===== config.mk =====
export PLATFORM = sky130hd
export DESIGN_NAME = rx_buffer_ownership_tracker_top
export DESIGN_NICKNAME = d
export VERILOG_FILES = /design/src/rtl/rbot_pkg.sv /design/src/rtl/rbot_decide.sv /design/src/rtl/rx_buffer_ownership_tracker_top.sv
export SDC_FILE = /design/constraint.sdc
export NUM_CORES = 1
export LEC_CHECK = 0
export ABC_AREA = 1
export BUFFER_PORTS_ARGS = -buffer_cell sky130_fd_sc_hd__clkbuf_2
export CAP_MARGIN = 20
export CORE_ASPECT_RATIO = 1.1
export CORE_MARGIN = 5
export CORE_UTILIZATION = 66
export DETAILED_ROUTE_END_ITERATION = 8
export PLACE_DENSITY = 0.88
export SETUP_SLACK_MARGIN = 0.3
export SLEW_MARGIN = 20
export SYNTH_ARGS = -nofsm -noshare
export SYNTH_HDL_FRONTEND = slang
export SYNTH_SLANG_ARGS = --single-unit

===== constraint.sdc =====
create_clock -name aclk -period 6.9 [get_ports aclk]
set_input_delay 0 -clock aclk [delete_from_list [all_inputs] [get_ports aclk]]
set_output_delay 0 -clock aclk [all_outputs]
set_load 0.02 [all_outputs]

===== src/rtl/rbot_pkg.sv =====
// Shared types and constants for the receive buffer ownership tracker.
// Used by rbot_decide and rx_buffer_ownership_tracker_top; no dependencies.
package rbot_pkg;

    localparam int BUF_TOTAL   = 16;
    localparam int IDX_W       = $clog2(BUF_TOTAL);
    localparam int CNT_W       = $clog2(BUF_TOTAL + 1);
    localparam int IMM_W       = 32;
    localparam int IMM_IDX_W   = 16;
    localparam int META_W      = 16;
    localparam int CODE_W      = 3;
    localparam int CFG_IDX_W   = 2;
    localparam int CFG_DATA_W  = 5;

    // actions
    localparam logic [1:0] ACT_COMPLETION = 2'd0;
    localparam logic [1:0] ACT_TAKE       = 2'd1;
    localparam logic [1:0] ACT_RETURN     = 2'd2;

    // completion kinds
    localparam logic [1:0] KIND_RECV_IMM  = 2'd0;
    localparam logic [1:0] KIND_SEND_DONE = 2'd1;

    // configuration register indexes
    localparam logic [CFG_IDX_W-1:0] CFG_BUFFERS_IN_USE = 2'd0;
    localparam logic [CFG_IDX_W-1:0] CFG_LINK_UP        = 2'd1;

    // result codes
    localparam logic [CODE_W-1:0] RC_OK               = 3'd0;
    localparam logic [CODE_W-1:0] RC_NOT_CONNECTED    = 3'd1;
    localparam logic [CODE_W-1:0] RC_COMPLETION_ERROR = 3'd2;
    localparam logic [CODE_W-1:0] RC_BAD_OPCODE       = 3'd3;
    localparam logic [CODE_W-1:0] RC_BAD_STATE        = 3'd4;
    localparam logic [CODE_W-1:0] RC_NO_SUCH_BUFFER   = 3'd5;
    localparam logic [CODE_W-1:0] RC_NONE_READY       = 3'd6;

    localparam logic [CNT_W-1:0] RESET_BUFFERS_IN_USE = 5'd16;

    // Outcome of one item: result fields plus the entry update it implies.
    // notify means store size and mark ready, take means ready -> in
    // consumption, done means in consumption -> free.
    typedef struct packed {
        logic [CODE_W-1:0] code;
        logic [IDX_W-1:0]  index;
        logic              notify;
        logic              take;
        logic              done;
    } rbot_dec_t;

endpackage


===== src/rtl/rbot_decide.sv =====
// Item decoder: checks an item against config and buffer ownership vectors.
// Depends on rbot_pkg; picks the lowest ready buffer for a take.
module rbot_decide (
    input  logic [1:0]                          action,
    input  logic                                completion_ok,
    input  logic [1:0]                          completion_kind,
    input  logic [rbot_pkg::IMM_IDX_W-1:0]      comp_index,
    input  logic [rbot_pkg::IDX_W-1:0]          buffer_index,
    input  logic [rbot_pkg::CNT_W-1:0]          buffers_in_use,
    input  logic                                link_up,
    input  logic [rbot_pkg::BUF_TOTAL-1:0]      ready_vec,
    input  logic [rbot_pkg::BUF_TOTAL-1:0]      consume_vec,
    output rbot_pkg::rbot_dec_t                 dec
);

    logic [rbot_pkg::CNT_W-1:0]       count;
    logic [rbot_pkg::BUF_TOTAL-1:0]   active_mask;
    logic [rbot_pkg::BUF_TOTAL-1:0]   cand;
    logic                             hit;
    logic [rbot_pkg::IDX_W-1:0]       hit_idx;
    logic [rbot_pkg::IDX_W-1:0]       comp_idx;

    assign count = (buffers_in_use > rbot_pkg::CNT_W'(rbot_pkg::BUF_TOTAL))
                 ? rbot_pkg::CNT_W'(rbot_pkg::BUF_TOTAL) : buffers_in_use;
    assign comp_idx = comp_index[rbot_pkg::IDX_W-1:0];

    always_comb begin
        for (int i = 0; i < rbot_pkg::BUF_TOTAL; i++) begin
            active_mask[i] = (rbot_pkg::CNT_W'(i) < count);
        end
    end

    assign cand = ready_vec & active_mask;

    // lowest set bit wins
    always_comb begin
        hit     = 1'b0;
        hit_idx = '0;
        for (int i = rbot_pkg::BUF_TOTAL - 1; i >= 0; i--) begin
            if (cand[i]) begin
                hit     = 1'b1;
                hit_idx = rbot_pkg::IDX_W'(i);
            end
        end
    end

    always_comb begin
        dec = '{code: rbot_pkg::RC_OK, index: '0, notify: 1'b0, take: 1'b0,
                done: 1'b0};
        unique case (action)
            rbot_pkg::ACT_COMPLETION: begin
                if (!completion_ok) begin
                    dec.code = rbot_pkg::RC_COMPLETION_ERROR;
                end else if (completion_kind == rbot_pkg::KIND_SEND_DONE) begin
                    dec.code = rbot_pkg::RC_OK;
                end else if (completion_kind != rbot_pkg::KIND_RECV_IMM) begin
                    dec.code = rbot_pkg::RC_BAD_OPCODE;
                end else if (comp_index >= rbot_pkg::IMM_IDX_W'(count)) begin
                    dec.code  = rbot_pkg::RC_NO_SUCH_BUFFER;
                    dec.index = comp_idx;
                end else if (ready_vec[comp_idx] || consume_vec[comp_idx]) begin
                    dec.code  = rbot_pkg::RC_BAD_STATE;
                    dec.index = comp_idx;
                end else begin
                    dec.index  = comp_idx;
                    dec.notify = 1'b1;
                end
            end
            rbot_pkg::ACT_TAKE: begin
                if (!link_up) begin
                    dec.code = rbot_pkg::RC_NOT_CONNECTED;
                end else if (!hit) begin
                    dec.code = rbot_pkg::RC_NONE_READY;
                end else begin
                    dec.index = hit_idx;
                    dec.take  = 1'b1;
                end
            end
            rbot_pkg::ACT_RETURN: begin
                if (!link_up) begin
                    dec.code = rbot_pkg::RC_NOT_CONNECTED;
                end else if ({1'b0, buffer_index} >= count) begin
                    dec.code  = rbot_pkg::RC_NO_SUCH_BUFFER;
                    dec.index = buffer_index;
                end else if (!consume_vec[buffer_index]) begin
                    dec.code  = rbot_pkg::RC_BAD_STATE;
                    dec.index = buffer_index;
                end else begin
                    dec.index = buffer_index;
                    dec.done  = 1'b1;
                end
            end
            default: begin
                dec.code = rbot_pkg::RC_BAD_OPCODE;
            end
        endcase
    end

endmodule


===== src/rtl/rx_buffer_ownership_tracker_top.sv =====
// Top level of the receive buffer ownership tracker.
// Depends on rbot_pkg and rbot_decide; holds the metadata memory and control.
//
//  channel | direction | handshake           | payload
//  --------+-----------+---------------------+-----------------------------------
//  s_      | in        | s_valid / s_ready   | action, completion_ok/kind,
//          |           |                     | immediate, buffer_index
//  m_      | out       | m_valid / m_ready   | result_code, out_index,
//          |           |                     | out_meta_size, notify_ready, send_done
//  cfg_    | in        | cfg_valid/cfg_ready | cfg_index, cfg_data
//
// On the accept edge an item is decided, the ownership vectors are updated and
// the metadata memory read starts; the result then moves from the pending register
// into the output register once that is empty or draining. The memory read is registered.
// A stalled output holds the pending result; the input waits until it moves.
// Reset (synchronous, active low) frees every buffer at once; no clearing pass.
// cfg_ready is always high.
module rx_buffer_ownership_tracker_top (
    input  logic                                aclk,
    input  logic                                aresetn,

    input  logic                                s_valid,
    output logic                                s_ready,
    input  logic [1:0]                          s_action,
    input  logic                                s_completion_ok,
    input  logic [1:0]                          s_completion_kind,
    input  logic [rbot_pkg::IMM_W-1:0]          s_immediate,
    input  logic [rbot_pkg::IDX_W-1:0]          s_buffer_index,

    output logic                                m_valid,
    input  logic                                m_ready,
    output logic [rbot_pkg::CODE_W-1:0]         m_result_code,
    output logic [rbot_pkg::IDX_W-1:0]          m_out_index,
    output logic [rbot_pkg::META_W-1:0]         m_out_meta_size,
    output logic                                m_notify_ready,
    output logic                                m_send_done,

    input  logic                                cfg_valid,
    output logic                                cfg_ready,
    input  logic [rbot_pkg::CFG_IDX_W-1:0]      cfg_index,
    input  logic [rbot_pkg::CFG_DATA_W-1:0]     cfg_data
);

    localparam logic ST_IDLE = 1'b0;
    localparam logic ST_PEND = 1'b1;

    logic                             state_reg, state_next;
    logic [rbot_pkg::CNT_W-1:0]       buffers_in_use_reg;
    logic                             link_up_reg;
    logic [rbot_pkg::BUF_TOTAL-1:0]   ready_vec_reg, ready_vec_next;
    logic [rbot_pkg::BUF_TOTAL-1:0]   consume_vec_reg, consume_vec_next;

    rbot_pkg::rbot_dec_t              dec;
    rbot_pkg::rbot_dec_t              pend_reg;

    // metadata store: one write port, one registered read port
    logic [rbot_pkg::META_W-1:0]      meta_mem [rbot_pkg::BUF_TOTAL];
    logic [rbot_pkg::META_W-1:0]      rd_data_reg;

    logic                             m_valid_reg;
    logic [rbot_pkg::CODE_W-1:0]      m_code_reg;
    logic [rbot_pkg::IDX_W-1:0]       m_index_reg;
    logic [rbot_pkg::META_W-1:0]      m_meta_reg;
    logic                             m_notify_reg;
    logic                             m_done_reg;

    logic                             s_accept;
    logic                             out_load;
    logic                             cfg_accept;

    assign s_ready    = (state_reg == ST_IDLE);
    assign s_accept   = s_valid && s_ready;
    assign cfg_ready  = 1'b1;
    assign cfg_accept = cfg_valid && cfg_ready;
    // move the pending result once the output register is empty or draining
    assign out_load   = (state_reg == ST_PEND) && (!m_valid_reg || m_ready);

    rbot_decide u_decide (
        .action          (s_action),
        .completion_ok   (s_completion_ok),
        .completion_kind (s_completion_kind),
        .comp_index      (s_immediate[rbot_pkg::IMM_W-1:rbot_pkg::IMM_W-rbot_pkg::IMM_IDX_W]),
        .buffer_index    (s_buffer_index),
        .buffers_in_use  (buffers_in_use_reg),
        .link_up         (link_up_reg),
        .ready_vec       (ready_vec_reg),
        .consume_vec     (consume_vec_reg),
        .dec             (dec)
    );

    // Sequencer: accept in IDLE, hand the result over from PEND.
    always_comb begin
        state_next = state_reg;
        unique case (state_reg)
            ST_IDLE: begin
                if (s_accept) state_next = ST_PEND;
            end
            ST_PEND: begin
                if (out_load) state_next = ST_IDLE;
            end
            default: state_next = ST_IDLE;
        endcase
    end

    // Ownership vectors: ready and in-consumption bits, free when both clear.
    always_comb begin
        ready_vec_next   = ready_vec_reg;
        consume_vec_next = consume_vec_reg;
        if (s_accept) begin
            if (dec.notify) begin
                ready_vec_next[dec.index] = 1'b1;
            end
            if (dec.take) begin
                ready_vec_next[dec.index]   = 1'b0;
                consume_vec_next[dec.index] = 1'b1;
            end
            if (dec.done) begin
                consume_vec_next[dec.index] = 1'b0;
            end
        end
    end

    always_ff @(posedge aclk) begin
        if (!aresetn) begin
            state_reg          <= ST_IDLE;
            ready_vec_reg      <= '0;
            consume_vec_reg    <= '0;
            buffers_in_use_reg <= rbot_pkg::RESET_BUFFERS_IN_USE;
            link_up_reg        <= 1'b0;
            m_valid_reg        <= 1'b0;
        end else begin
            state_reg       <= state_next;
            ready_vec_reg   <= ready_vec_next;
            consume_vec_reg <= consume_vec_next;
            if (cfg_accept) begin
                unique case (cfg_index)
                    rbot_pkg::CFG_BUFFERS_IN_USE: buffers_in_use_reg <= cfg_data;
                    rbot_pkg::CFG_LINK_UP:        link_up_reg        <= cfg_data[0];
                    default: ;
                endcase
            end
            if (out_load) begin
                m_valid_reg <= 1'b1;
            end else if (m_ready) begin
                m_valid_reg <= 1'b0;
            end
        end
    end

    // Store size on a good completion; read the entry every accept, used by take.
    // Only one item is in flight; a notify reads the old entry as it writes it, but only a take uses the read.
    always_ff @(posedge aclk) begin
        if (s_accept) begin
            if (dec.notify) begin
                meta_mem[dec.index] <= s_immediate[rbot_pkg::META_W-1:0];
            end
            rd_data_reg <= meta_mem[dec.index];
            pend_reg    <= dec;
        end
    end

    // Output register payload
    always_ff @(posedge aclk) begin
        if (out_load) begin
            m_code_reg   <= pend_reg.code;
            m_index_reg  <= pend_reg.index;
            m_meta_reg   <= pend_reg.take ? rd_data_reg : '0;
            m_notify_reg <= pend_reg.notify;
            m_done_reg   <= pend_reg.done;
        end
    end

    assign m_valid         = m_valid_reg;
    assign m_result_code   = m_code_reg;
    assign m_out_index     = m_index_reg;
    assign m_out_meta_size = m_meta_reg;
    assign m_notify_ready  = m_notify_reg;
    assign m_send_done     = m_done_reg;

`ifndef SYNTHESIS
    // A buffer is never ready and in consumption at once.
    a_owner_exclusive: assert property (@(posedge aclk) disable iff (!aresetn)
        (ready_vec_reg & consume_vec_reg) == '0)
        else $error("buffer both ready and in consumption");

    // An accepted item is held pending on the next cycle.
    a_accept_pends: assert property (@(posedge aclk) disable iff (!aresetn)
        s_accept |=> (state_reg == ST_PEND))
        else $error("accepted item not pending");

    // A shown result never claims both notify and send-done, and either means ok.
    a_flags_ok: assert property (@(posedge aclk) disable iff (!aresetn)
        m_valid_reg && (m_notify_reg || m_done_reg) |->
            !(m_notify_reg && m_done_reg) && (m_code_reg == rbot_pkg::RC_OK))
        else $error("inconsistent result flags");

    // A take that succeeded leaves its buffer in consumption.
    a_take_owned: assert property (@(posedge aclk) disable iff (!aresetn)
        s_accept && dec.take |=> consume_vec_reg[$past(dec.index)]
            && !ready_vec_reg[$past(dec.index)])
        else $error("taken buffer not in consumption");
`endif

endmodule

==> results of run 1 <==
## cell usage after synthesis, drive strengths merged
cell type	count
a211oi	1
a21boi	1
a21oi	35
a22oi	2
a31oi	1
and2	1
buf	52
clkbuf	23
clkinv	4
conb	1
dfxtp	40
edfxtp	307
ha	9
inv	108
nand2	646
nand3	158
nand3b	2
nand4	5
nor2	88
nor3	5
nor4	3
o211a	2
o211ai	5
o21a	4
o21ai	58
o21bai	1
o22ai	1
o311a	1
o311ai	1
o31ai	2
or3	1
## metal layers
metal | part of all wire (%) | track usage, % | up-vias
met4 | 3.9 | 12.2 | 2
li1 | - | - | 5383
met3 | 12 | 6.05 | 126
met1 | 36 | 39.5 | 5404
met5 | 0.021 | 0 | -
met2 | 48 | 49.3 | 815
## layout by cell type, fill, tap and decap left out, types with 11 or more instances in the layout
cell type                       instances
sky130_fd_sc_hd__inv_1                103
sky130_fd_sc_hd__o21ai_0               53
sky130_fd_sc_hd__edfxtp_1             307
sky130_fd_sc_hd__clkbuf_16             35
sky130_fd_sc_hd__clkbuf_2              79
sky130_fd_sc_hd__dfxtp_1               40
sky130_fd_sc_hd__nand3_1              155
sky130_fd_sc_hd__nor2_1                61
sky130_fd_sc_hd__dlygate4sd3_1         35
sky130_fd_sc_hd__nand2_1              639
sky130_fd_sc_hd__nor2_2                18
sky130_fd_sc_hd__clkbuf_1              11
sky130_fd_sc_hd__a21oi_1               34
## final timing paths
check	end	slack, ns	cells after the start	from
worst max-delay path	rd_data_reg[15]	2.45	23	buffers_in_use_reg[4]
worst min-delay path	pend_reg[7]	-0.003	3	s_action[0]
worst max register to register	rd_data_reg[15]	2.45	23	buffers_in_use_reg[4]
worst min register to register	m_send_done	0.42	0	pend_reg[0]
## area by class of cell
cell class / count / area, um^2 / area share, %
Sequential cell: 347 / 10000 / 57.8
Timing Repair Buffer: 124 / 825 / 4.76
Clock buffer: 48 / 945 / 5.45
Multi-Input combinational cell: 1034 / 4630 / 26.7
Tap cell: 300 / 375 / 2.17
Clock inverter: 12 / 116 / 0.671
Inverter: 112 / 424 / 2.45
## timing repair
item                                   4_1_cts  5_1_grt
setup endpoints to repair                    0        0
hold buffers                                35        0
endpoints found under the hold margin      191        0
## critical path: stages (launching register included)
cell                       delay, ns
sky130_fd_sc_hd__dfxtp_1        0.48
sky130_fd_sc_hd__inv_4          0.11
sky130_fd_sc_hd__nand2_1        0.14
sky130_fd_sc_hd__nor2_1         0.07
sky130_fd_sc_hd__nand3_1        0.09
sky130_fd_sc_hd__nand4_1        0.11
sky130_fd_sc_hd__nand2_1        0.13
sky130_fd_sc_hd__nor2_1         0.05
sky130_fd_sc_hd__nand2_1        0.08
sky130_fd_sc_hd__nor2_2         0.07
sky130_fd_sc_hd__nor2_4         0.14
sky130_fd_sc_hd__clkinv_1       0.09
sky130_fd_sc_hd__nor2_1         0.17
sky130_fd_sc_hd__nand2_4        0.30
sky130_fd_sc_hd__nand2_4        0.47
sky130_fd_sc_hd__buf_4          0.90
sky130_fd_sc_hd__nand2_1        0.10
sky130_fd_sc_hd__nand2_1        0.12
sky130_fd_sc_hd__nand2_1        0.09
sky130_fd_sc_hd__nand2_1        0.13
sky130_fd_sc_hd__nand2_1        0.09
sky130_fd_sc_hd__nand2_1        0.12
sky130_fd_sc_hd__inv_1          0.05
sky130_fd_sc_hd__nand2_1        0.12
## power by group
| part | switching, mW | total (mW) | internal, mW |
|---|---|---|---|
| logic | 0.145 | 0.206 | 0.0617 |
| registers | 0.0104 | 2.32 | 2.31 |
| clock network | 0.778 | 1.79 | 1.01 |
## metrics by stage
step                hold slack, ns  utilization, %  setup slack, ns
CTS                        0.00398            75.5             2.63
global placement             0.231            69.3             2.70
detailed placement           0.230            69.3             2.67
global route                0.0101            75.6             2.16
floorplan                   0.0989               -             3.50
finish                    -0.00286            75.6             2.45
## logic make-up (layout without fill, tap and decap cells)
group | count (synthesis) | in the layout | share of synthesized area [%]
AND/OR/NAND/NOR | 909 | 909 | 24.7
flip-flops | 347 | 347 | 65.0
buffers and inverters | 187 | 296 | 5.43
AO/OA/AOI/OAI | 115 | 115 | 4.19
adder cells (fa/ha/maj) | 9 | 9 | 0.730
other | 1 | 1 | 0.0243
==> flow_metrics.env, run 1 <==
export IMPL_outcome="complete, but fails checks"
export IMPL_violations_in_the_final_reports="negative hold slack"
export IMPL_synthesis_area_mm2=0.0154
export IMPL_finalNetCount=1716
export IMPL_core_rowCount=58
export IMPL_synth_top_cells_by_area="sky130_fd_sc_hd__edfxtp_1 (60%), sky130_fd_sc_hd__nand2_1 (16%), sky130_fd_sc_hd__dfxtp_1 (5.2%)"
export IMPL_postSynthNetCount=1630
export IMPL_number_of_standard_cells_in_the_final_layout_excluding_fillers=1977
export IMPL_port_buffers=79
export IMPL_power_per_cell_area_mw_per_mm2=249
export IMPL_gr_overflow_total=0
export IMPL_maxCapViolations=0
export IMPL_max_slew_margin_pct=23.8
export IMPL_final_area_mm2=0.0173
export IMPL_crit_path_end_kind="register"
export IMPL_synth_top_area_share_pct=59.8
export IMPL_ys_seq_area_share_pct=65.0
export IMPL_layout_drive_gt1_share_pct=11.1
export IMPL_place_detailed_hpwl_um=23400
export IMPL_worst_path_max_fanout=98
export IMPL_insertedDiodeCount=0
export IMPL_clock_tree_root_cell="sky130_fd_sc_hd__clkbuf_16"
export IMPL_power_static_leakage_nw=7.17
export IMPL_grt_setup_unrepaired="no"
export IMPL_global_route_usage_total_pct=30.0
export IMPL_detail_route_first_pass_iterations=6
export IMPL_ys_types=47
export IMPL_clock_sink_count=347
export IMPL_post_cts_setup_buffers=0
export IMPL_grt_max_degree=99
export IMPL_vias_in_the_first_global_route=11538
export IMPL_placement_cell_area_mm2=0.0159
export IMPL_filler_cell_count=1448
export IMPL_slew_violations=0
export IMPL_chipWidth_um=156
export IMPL_final_clock_period_utilization_by_the_worst_path_pct=64.4
export IMPL_cts_tree="built"
export IMPL_grt_antenna_before_repair=1
export IMPL_timing_final_hold_violations=1
export IMPL_cts_made_buffers=35
export IMPL_drc_errors=0
export IMPL_worst_slew_pin_transition_ns=1.14
export IMPL_critPathArrivalTime_ns=4.83
export IMPL_initialDrtViolationCount=1492
export IMPL_ys_warn_count=0
export IMPL_grt_first_pass_wirelength_um=61600
export IMPL_syn_inst=1568
export IMPL_setup_viol_count_final=0
export IMPL_viasPerCell=5.93
export IMPL_routed_via_count=11730
export IMPL_finalCriticalPeriod_ns=4.45
export IMPL_fmaxAchievable_mhz=225
export IMPL_clkTransAtPathRegs_ns=0.06
export IMPL_ys_seq_elements=347
export IMPL_start_kind="register"
export IMPL_worstHoldPathType="in2reg"
export IMPL_fin_tns_setup_ns=0
export IMPL_post_cts_sizing=0
export IMPL_flow_area_growth_from_synthesis_pct=12.4
export IMPL_synthesis_area_per_instance_um2=9.84
export IMPL_finalPower_mw=4.31
export IMPL_max_flop_register="meta_mem"
export IMPL_critical_path_class="reg2reg"
export IMPL_place_inst=1881
export IMPL_gp_congestion=0.927
export IMPL_detail_route_wirelength_um=39000
export IMPL_ir_drop_v=0.000223
export IMPL_floorplan_initialDensity_pct=67.3
export IMPL_finClkSkew_ns=0.0220
export IMPL_htree_levels=2
export IMPL_cp_data_required_time_ns=7.28
export IMPL_post_drt_wl_per_cell_um=19.7
export IMPL_largest_register_ff_count=256
export IMPL_core_mm2=0.0229
export IMPL_fin_worst_hold_slack_ns=-0.00286
export IMPL_clk_path_buf_depth=3
export IMPL_post_synth_top_area_cell="sky130_fd_sc_hd__edfxtp_1"
export IMPL_die_area_mm2=0.0265
export IMPL_drtAntennaViolNets=0
export IMPL_fp_dieH_um=170
export IMPL_worstSkewPairLatency_ns=0.53
export IMPL_floorplan_io_pins=81
No activity file was read; power rests on OpenSTA's default activity.
==> run 2: changes to the inputs <==
CORE_UTILIZATION = 61   (was 66)
PLACE_DENSITY = 0.83   (was 0.88)
clock period = 4.6 ns   (was 6.9 ns; I/O delays follow)
==> run 2 against run 1 <==
  * The flow now finishes without violations
  * Non-clock buffer count up 23
  * Routed wire length is 5.8% lower
  * Clock power rose by 49%
  * Cell count grew 2.1%
  * Total power is 49% higher
  * Die area up 7.7%
  * Worst hold slack improved by 0.012 ns
  * Final area grew 1.2%
  * Global-route usage shrank 4.0 points
  * Critical path type unchanged
  * Largest cell class unchanged
==> flow_metrics.env, run 2 (synthesis results as in run 1) <==
export IMPL_outcome="finished, final reports clean"
export IMPL_clkTransAtPathRegs_ns=0.06
export IMPL_grt_antenna_before_repair=0
export IMPL_timing_reg2reg_setup_slack_ns=0.78
export IMPL_finalCriticalPeriod_ns=3.82
export IMPL_core_mm2=0.0251
export IMPL_critical_path_class="reg2reg"
export IMPL_flow_area_growth_from_synthesis_pct=13.8
export IMPL_vias_in_the_first_global_route=11323
export IMPL_clock_tree_root_cell="sky130_fd_sc_hd__clkbuf_16"
export IMPL_core_rowCount=61
export IMPL_setup_viol_count_final=0
export IMPL_viasPerCell=5.67
export IMPL_post_cts_setup_buffers=0
export IMPL_fin_tns_setup_ns=0
export IMPL_detail_route_first_pass_iterations=5
export IMPL_chipWidth_um=162
export IMPL_max_flop_register="meta_mem"
export IMPL_post_drt_wl_per_cell_um=18.2
export IMPL_layout_cells_most_common_list="sky130_fd_sc_hd__nand2_1 (639), sky130_fd_sc_hd__edfxtp_1 (307), sky130_fd_sc_hd__nand3_1 (155)"
export IMPL_cts_made_buffers=35
export IMPL_fp_dieH_um=177
export IMPL_layout_drive_gt1_share_pct=12.4
export IMPL_detail_route_wirelength_um=36700
export IMPL_worst_slew_pin_transition_ns=0.944
export IMPL_start_kind="register"
export IMPL_floorplan_io_pins=81
export IMPL_critPathArrivalTime_ns=4.02
export IMPL_gr_overflow_total=0
export IMPL_final_clock_period_utilization_by_the_worst_path_pct=83.0
export IMPL_die_area_mm2=0.0286
export IMPL_final_core_util_pct=69.9
export IMPL_drc_errors=0
export IMPL_max_slew_margin_pct=36.9
export IMPL_place_detailed_hpwl_um=22400
export IMPL_gp_congestion=0.949
export IMPL_largest_register_ff_count=256
export IMPL_mostFrequentLayoutCell="sky130_fd_sc_hd__nand2_1"
export IMPL_grt_first_pass_wirelength_um=58400
export IMPL_worstSkewPairLatency_ns=0.53
export IMPL_finClkSkew_ns=0.0130
export IMPL_ir_drop_v=0.000330
export IMPL_cts_tree="built"
export IMPL_grt_max_degree=80
export IMPL_maxCapViolations=0
export IMPL_crit_path_end_kind="register"
export IMPL_insertedDiodeCount=0
export IMPL_timing_final_hold_violations=0
export IMPL_power_static_leakage_nw=7.30
export IMPL_finalNetCount=1739
export IMPL_floorplan_initialDensity_pct=61.4
export IMPL_htree_levels=2
export IMPL_cp_data_required_time_ns=4.80
export IMPL_port_buffers=79
export IMPL_drtAntennaViolNets=0
export IMPL_grt_setup_unrepaired="no"
export IMPL_worstHoldPathType="in2reg"
export IMPL_initialDrtViolationCount=1246
export IMPL_clk_path_buf_depth=3
export IMPL_global_route_usage_total_pct=25.9
export IMPL_routed_via_count=11448
export IMPL_power_per_cell_area_mw_per_mm2=367
export IMPL_fmaxAchievable_mhz=262
export IMPL_worst_path_max_fanout=26
export IMPL_post_cts_sizing=0
export IMPL_slew_violations=0
export IMPL_clock_sink_count=347
-- run 2: report_power, final --
part,total (mW),switching (mW),internal [mW]
Clock,2.66,1.16,1.50
Combinational,0.298,0.204,0.0945
Sequential,3.48,0.0156,3.46
-- run 2: routing by layer --
layer / vias up / part of all wire (%) / GRT usage, %
met5: - / 0 / 0
met4: 0 / 3.3 / 10.3
met3: 91 / 9.5 / 4.59
met2: 595 / 49 / 43.3
met1: 5339 / 38 / 34.3
li1: 5423 / - / -
-- run 2: final timing paths --
| path | startpoint | cells past startpoint | endpoint |
|---|---|---|---|
| max reg2reg | buffers_in_use_reg[4] | 17 | meta_mem[8][1] |
| min | s_immediate[4] | 1 | meta_mem[8][4] |
| min reg2reg | pend_reg[3] | 0 | m_out_index[0] |
| max | buffers_in_use_reg[4] | 17 | meta_mem[8][1] |
-- run 2: final cells by class --
class / count / area (um^2)
clock buffers: 46 / 968
clock inverters: 17 / 111
fillers: 1764 / 7560
inverters: 112 / 424
multi-input cells: 1034 / 4620
flip-flops and latches: 347 / 10000
well taps: 315 / 394
repair buffers: 147 / 1010
-- run 2: worst max-delay path, stage by stage, from the launching register on --
cell and delay [ns]:
sky130_fd_sc_hd__dfxtp_1 0.38, sky130_fd_sc_hd__nor2_1 0.24, sky130_fd_sc_hd__inv_2 0.10, sky130_fd_sc_hd__o211ai_1 0.21
sky130_fd_sc_hd__nand2_1 0.10, sky130_fd_sc_hd__nor2_1 0.17, sky130_fd_sc_hd__nand3_1 0.14, sky130_fd_sc_hd__nor2_2 0.18
sky130_fd_sc_hd__nor2_4 0.06, sky130_fd_sc_hd__nand2_2 0.08, sky130_fd_sc_hd__inv_2 0.04, sky130_fd_sc_hd__nand2_2 0.07
sky130_fd_sc_hd__nand3_4 0.28, sky130_fd_sc_hd__clkinv_2 0.43, sky130_fd_sc_hd__buf_4 0.40, sky130_fd_sc_hd__nand4_4 0.17
sky130_fd_sc_hd__nor2_2 0.12, sky130_fd_sc_hd__buf_4 0.29
-- run 2: repair_timing --
| item | in CTS | in global routing |
|---|---|---|
| endpoints found under the setup margin | 0 | 0 |
| endpoints found under the hold margin | 227 | 0 |
| hold buffers | 38 | 0 |
-- run 2: stage by stage --
step | total power [mW] | worst slack (ns) | area, um^2 | hold WS [ns] | cells
after floorplan | 3.69 | 1.20 | 15400 | 0.0989 | 1568
after CTS | 6.47 | 0.807 | 17500 | 0.0155 | 2018
after detailed placement | 3.81 | 0.842 | 16100 | 0.240 | 1917
after global routing | 6.64 | 0.403 | 17500 | 0.0155 | 2018
final | 6.44 | 0.783 | 17500 | 0.00887 | 2018
after global placement | 3.81 | 0.934 | 16100 | 0.243 | 1917
==> run 3: changes to the inputs <==
CORE_UTILIZATION = 55   (was 61)
PLACE_DENSITY = 0.79   (was 0.83)
clock period = 3.1 ns   (was 4.6 ns; I/O delays follow)
==> run 3 against run 2 <==
  * Core utilization rose by 0.91 points
  * Total power rose by 62%
  * Sequential power rose by 49%
  * First-iteration DRC count rose by 36%
  * Fmax rose by 25%
  * Clock skew rose by 0.0051 ns
  * Combinational power rose by 78%
  * Via count rose by 11%
  * Worst hold slack improved by 0.016 ns
==> flow_metrics.env, run 3 (synthesis results as in run 1) <==
export IMPL_post_drt_wl_per_cell_um=21.8
export IMPL_max_flop_register="meta_mem"
export IMPL_fmaxAchievable_mhz=327
export IMPL_detail_route_wirelength_um=47100
export IMPL_timing_critical_path_buf_inv=5
export IMPL_maxCapViolations=0
export IMPL_slew_violations=0
export IMPL_port_buffers=79
export IMPL_drtAntennaViolNets=0
export IMPL_place_detailed_hpwl_um=24100
export IMPL_grt_setup_unrepaired="yes"
export IMPL_routing_usage_on_met2_pct=45.6
export IMPL_finalNetCount=1836
export IMPL_met1_usage_pct=34.0
export IMPL_critPathTopFamily="buffers and inverters"
export IMPL_setup_viol_count_final=0
export IMPL_max_slew_margin_pct=44.1
export IMPL_number_of_standard_cells_in_the_final_layout_excluding_fillers=2163
export IMPL_fin_worst_hold_slack_ns=0.0250
export IMPL_outcome="finished, final reports clean"
export IMPL_crit_path_end_kind="register"
export IMPL_clock_tree_root_cell="sky130_fd_sc_hd__clkbuf_16"
export IMPL_cts_made_buffers=36
export IMPL_core_rowCount=64
export IMPL_routed_via_count=12671
export IMPL_clock_sink_count=347
export IMPL_clk_path_buf_depth=3
export IMPL_worst_slew_pin_transition_ns=0.838
export IMPL_final_clock_period_utilization_by_the_worst_path_pct=98.8
export IMPL_timing_critical_path_cells="buf_4, nor2_4, ha_4, inv_1, a21boi_1, o21a_1, o21ai_1, nand2_1, a21oi_2, o311ai_2, nor2_1, nand2_2, buf_12, buf_4, nor2_4, clkbuf_16"
export IMPL_floorplan_initialDensity_pct=55.5
export IMPL_cp_data_required_time_ns=3.34
export IMPL_flow_area_growth_from_synthesis_pct=27.5
export IMPL_chipWidth_um=170
export IMPL_core_mm2=0.0278
export IMPL_gr_overflow_total=0
export IMPL_power_static_leakage_nw=8.21
export IMPL_insertedDiodeCount=0
export IMPL_worstSkewPairLatency_ns=0.53
export IMPL_initialDrtViolationCount=1699
export IMPL_layout_drive_gt1_share_pct=20.7
export IMPL_fp_dieH_um=186
export IMPL_start_kind="register"
export IMPL_finalPower_mw=10.4
export IMPL_ir_drop_v=0.000542
export IMPL_finClkSkew_ns=0.0181
export IMPL_global_route_usage_total_pct=27.4
export IMPL_mostFrequentLayoutCell="sky130_fd_sc_hd__nand2_1"
export IMPL_viasPerCell=5.86
export IMPL_power_per_cell_area_mw_per_mm2=530
export IMPL_grt_max_degree=128
export IMPL_cpPeakStageDelay_ns=0.40
export IMPL_drc_errors=0
export IMPL_critPathArrivalTime_ns=3.30
export IMPL_clkTransAtPathRegs_ns=0.06
export IMPL_detail_route_first_pass_iterations=6
export IMPL_floorplan_io_pins=81
export IMPL_die_area_mm2=0.0315
export IMPL_grt_antenna_before_repair=0
export IMPL_worst_path_max_fanout=8
export IMPL_critical_path_slowest_cell="sky130_fd_sc_hd__dfxtp_4"
export IMPL_gp_congestion=0.929
export IMPL_grt_first_pass_wirelength_um=66500
export IMPL_worstHoldPathType="in2reg"
export IMPL_htree_levels=2
export IMPL_critical_path_class="reg2reg"
export IMPL_layout_cells_most_common_list="sky130_fd_sc_hd__nand2_1 (612), sky130_fd_sc_hd__edfxtp_1 (307), sky130_fd_sc_hd__nand3_1 (154)"
export IMPL_vias_in_the_first_global_route=12148
export IMPL_global_route_peak_usage_layer="met2"
export IMPL_finalCriticalPeriod_ns=3.06
export IMPL_largest_register_ff_count=256
export IMPL_place_inst=1994
export IMPL_timing_final_hold_violations=0
export IMPL_grt_util_met3_pct=5.16
export IMPL_cts_tree="built"
run 3: cell types whose count changed in the layout (fill, tap and decap cells not counted), sizes merged, moves of 2 or more:
cell    before  now
buf         30  116
bufbuf       0    2
bufinv       0    8
clkbuf     125  128
run 3: metrics by stage:
step | utilization (%) | setup slack (ns) | TNS, ns | cell area (um^2)
floorplan | - | 0.0613 | 0 | 15500
global placement | 59.9 | 0.0766 | 0 | 16600
detailed placement | 59.9 | 0.00453 | 0 | 16600
CTS | 68.4 | 0.233 | 0 | 19000
global route | 70.8 | -0.165 | -23.82 | 19700
finish | 70.8 | 0.0385 | 0 | 19700
run 3: cell type report:
type | count | area (um^2)
Sequential cell | 347 | 10000
Fill cell | 1758 | 8120
Multi-Input combinational cell | 1035 | 4980
Timing Repair Buffer | 241 | 2480
Clock buffer | 42 | 966
Tap cell | 363 | 454
Inverter | 112 | 433
Clock inverter | 22 | 320
Timing Repair inverter | 1 | 6.26
run 3: what timing repair did:
| item | in CTS | in global routing |
|---|---|---|
| endpoints found under the hold margin | 273 | 0 |
| hold buffers | 37 | 0 |
| buffers inserted | 28 | 20 |
| gates cloned | 8 | 12 |
| pin swaps | 11 | 33 |
| gates resized for setup | 77 | 78 |
| setup endpoints to repair | 298 | 303 |
run 3: path summary, 6_finish.rpt:
check	from	to	slack, ns	cells after the start
worst max register to register	buffers_in_use_reg[4]	meta_mem[7][8]	0.04	16
worst max-delay path	buffers_in_use_reg[4]	meta_mem[7][8]	0.04	16
worst min-delay path	s_completion_kind[1]	pend_reg[2]	0.03	4
worst min register to register	pend_reg[6]	m_out_index[3]	0.41	0
run 3: worst reg2reg max path, stage by stage (launching register included):
cell                        delay (ns)
sky130_fd_sc_hd__dfxtp_4          0.40
sky130_fd_sc_hd__buf_4            0.16
sky130_fd_sc_hd__nor2_4           0.10
sky130_fd_sc_hd__ha_4             0.20
sky130_fd_sc_hd__inv_1            0.05
sky130_fd_sc_hd__a21boi_1         0.05
sky130_fd_sc_hd__o21a_1           0.16
sky130_fd_sc_hd__o21ai_1          0.14
sky130_fd_sc_hd__nand2_1          0.10
sky130_fd_sc_hd__a21oi_2          0.22
sky130_fd_sc_hd__o311ai_2         0.15
sky130_fd_sc_hd__nor2_1           0.19
sky130_fd_sc_hd__nand2_2          0.12
sky130_fd_sc_hd__buf_12           0.19
sky130_fd_sc_hd__buf_4            0.15
sky130_fd_sc_hd__nor2_4           0.19
sky130_fd_sc_hd__clkbuf_16        0.22
run 3: routing by layer:
metal	vias to the layer above	share of wire, %	routed length [um]
met2	902	48	22400
met1	5890	34	16100
met4	0	6.8	3220
li1	5639	-	-
met3	240	11	5350
met5	-	0	0
run 3: power breakdown:
group	internal (mW)	switching, mW	leakage (nW)	total [mW]
Combinational	0.188	0.343	4.47	0.531
Sequential	5.14	0.0332	3.12	5.17
Clock	2.90	1.82	0.625	4.72
Total	8.23	2.19	8.21	10.4
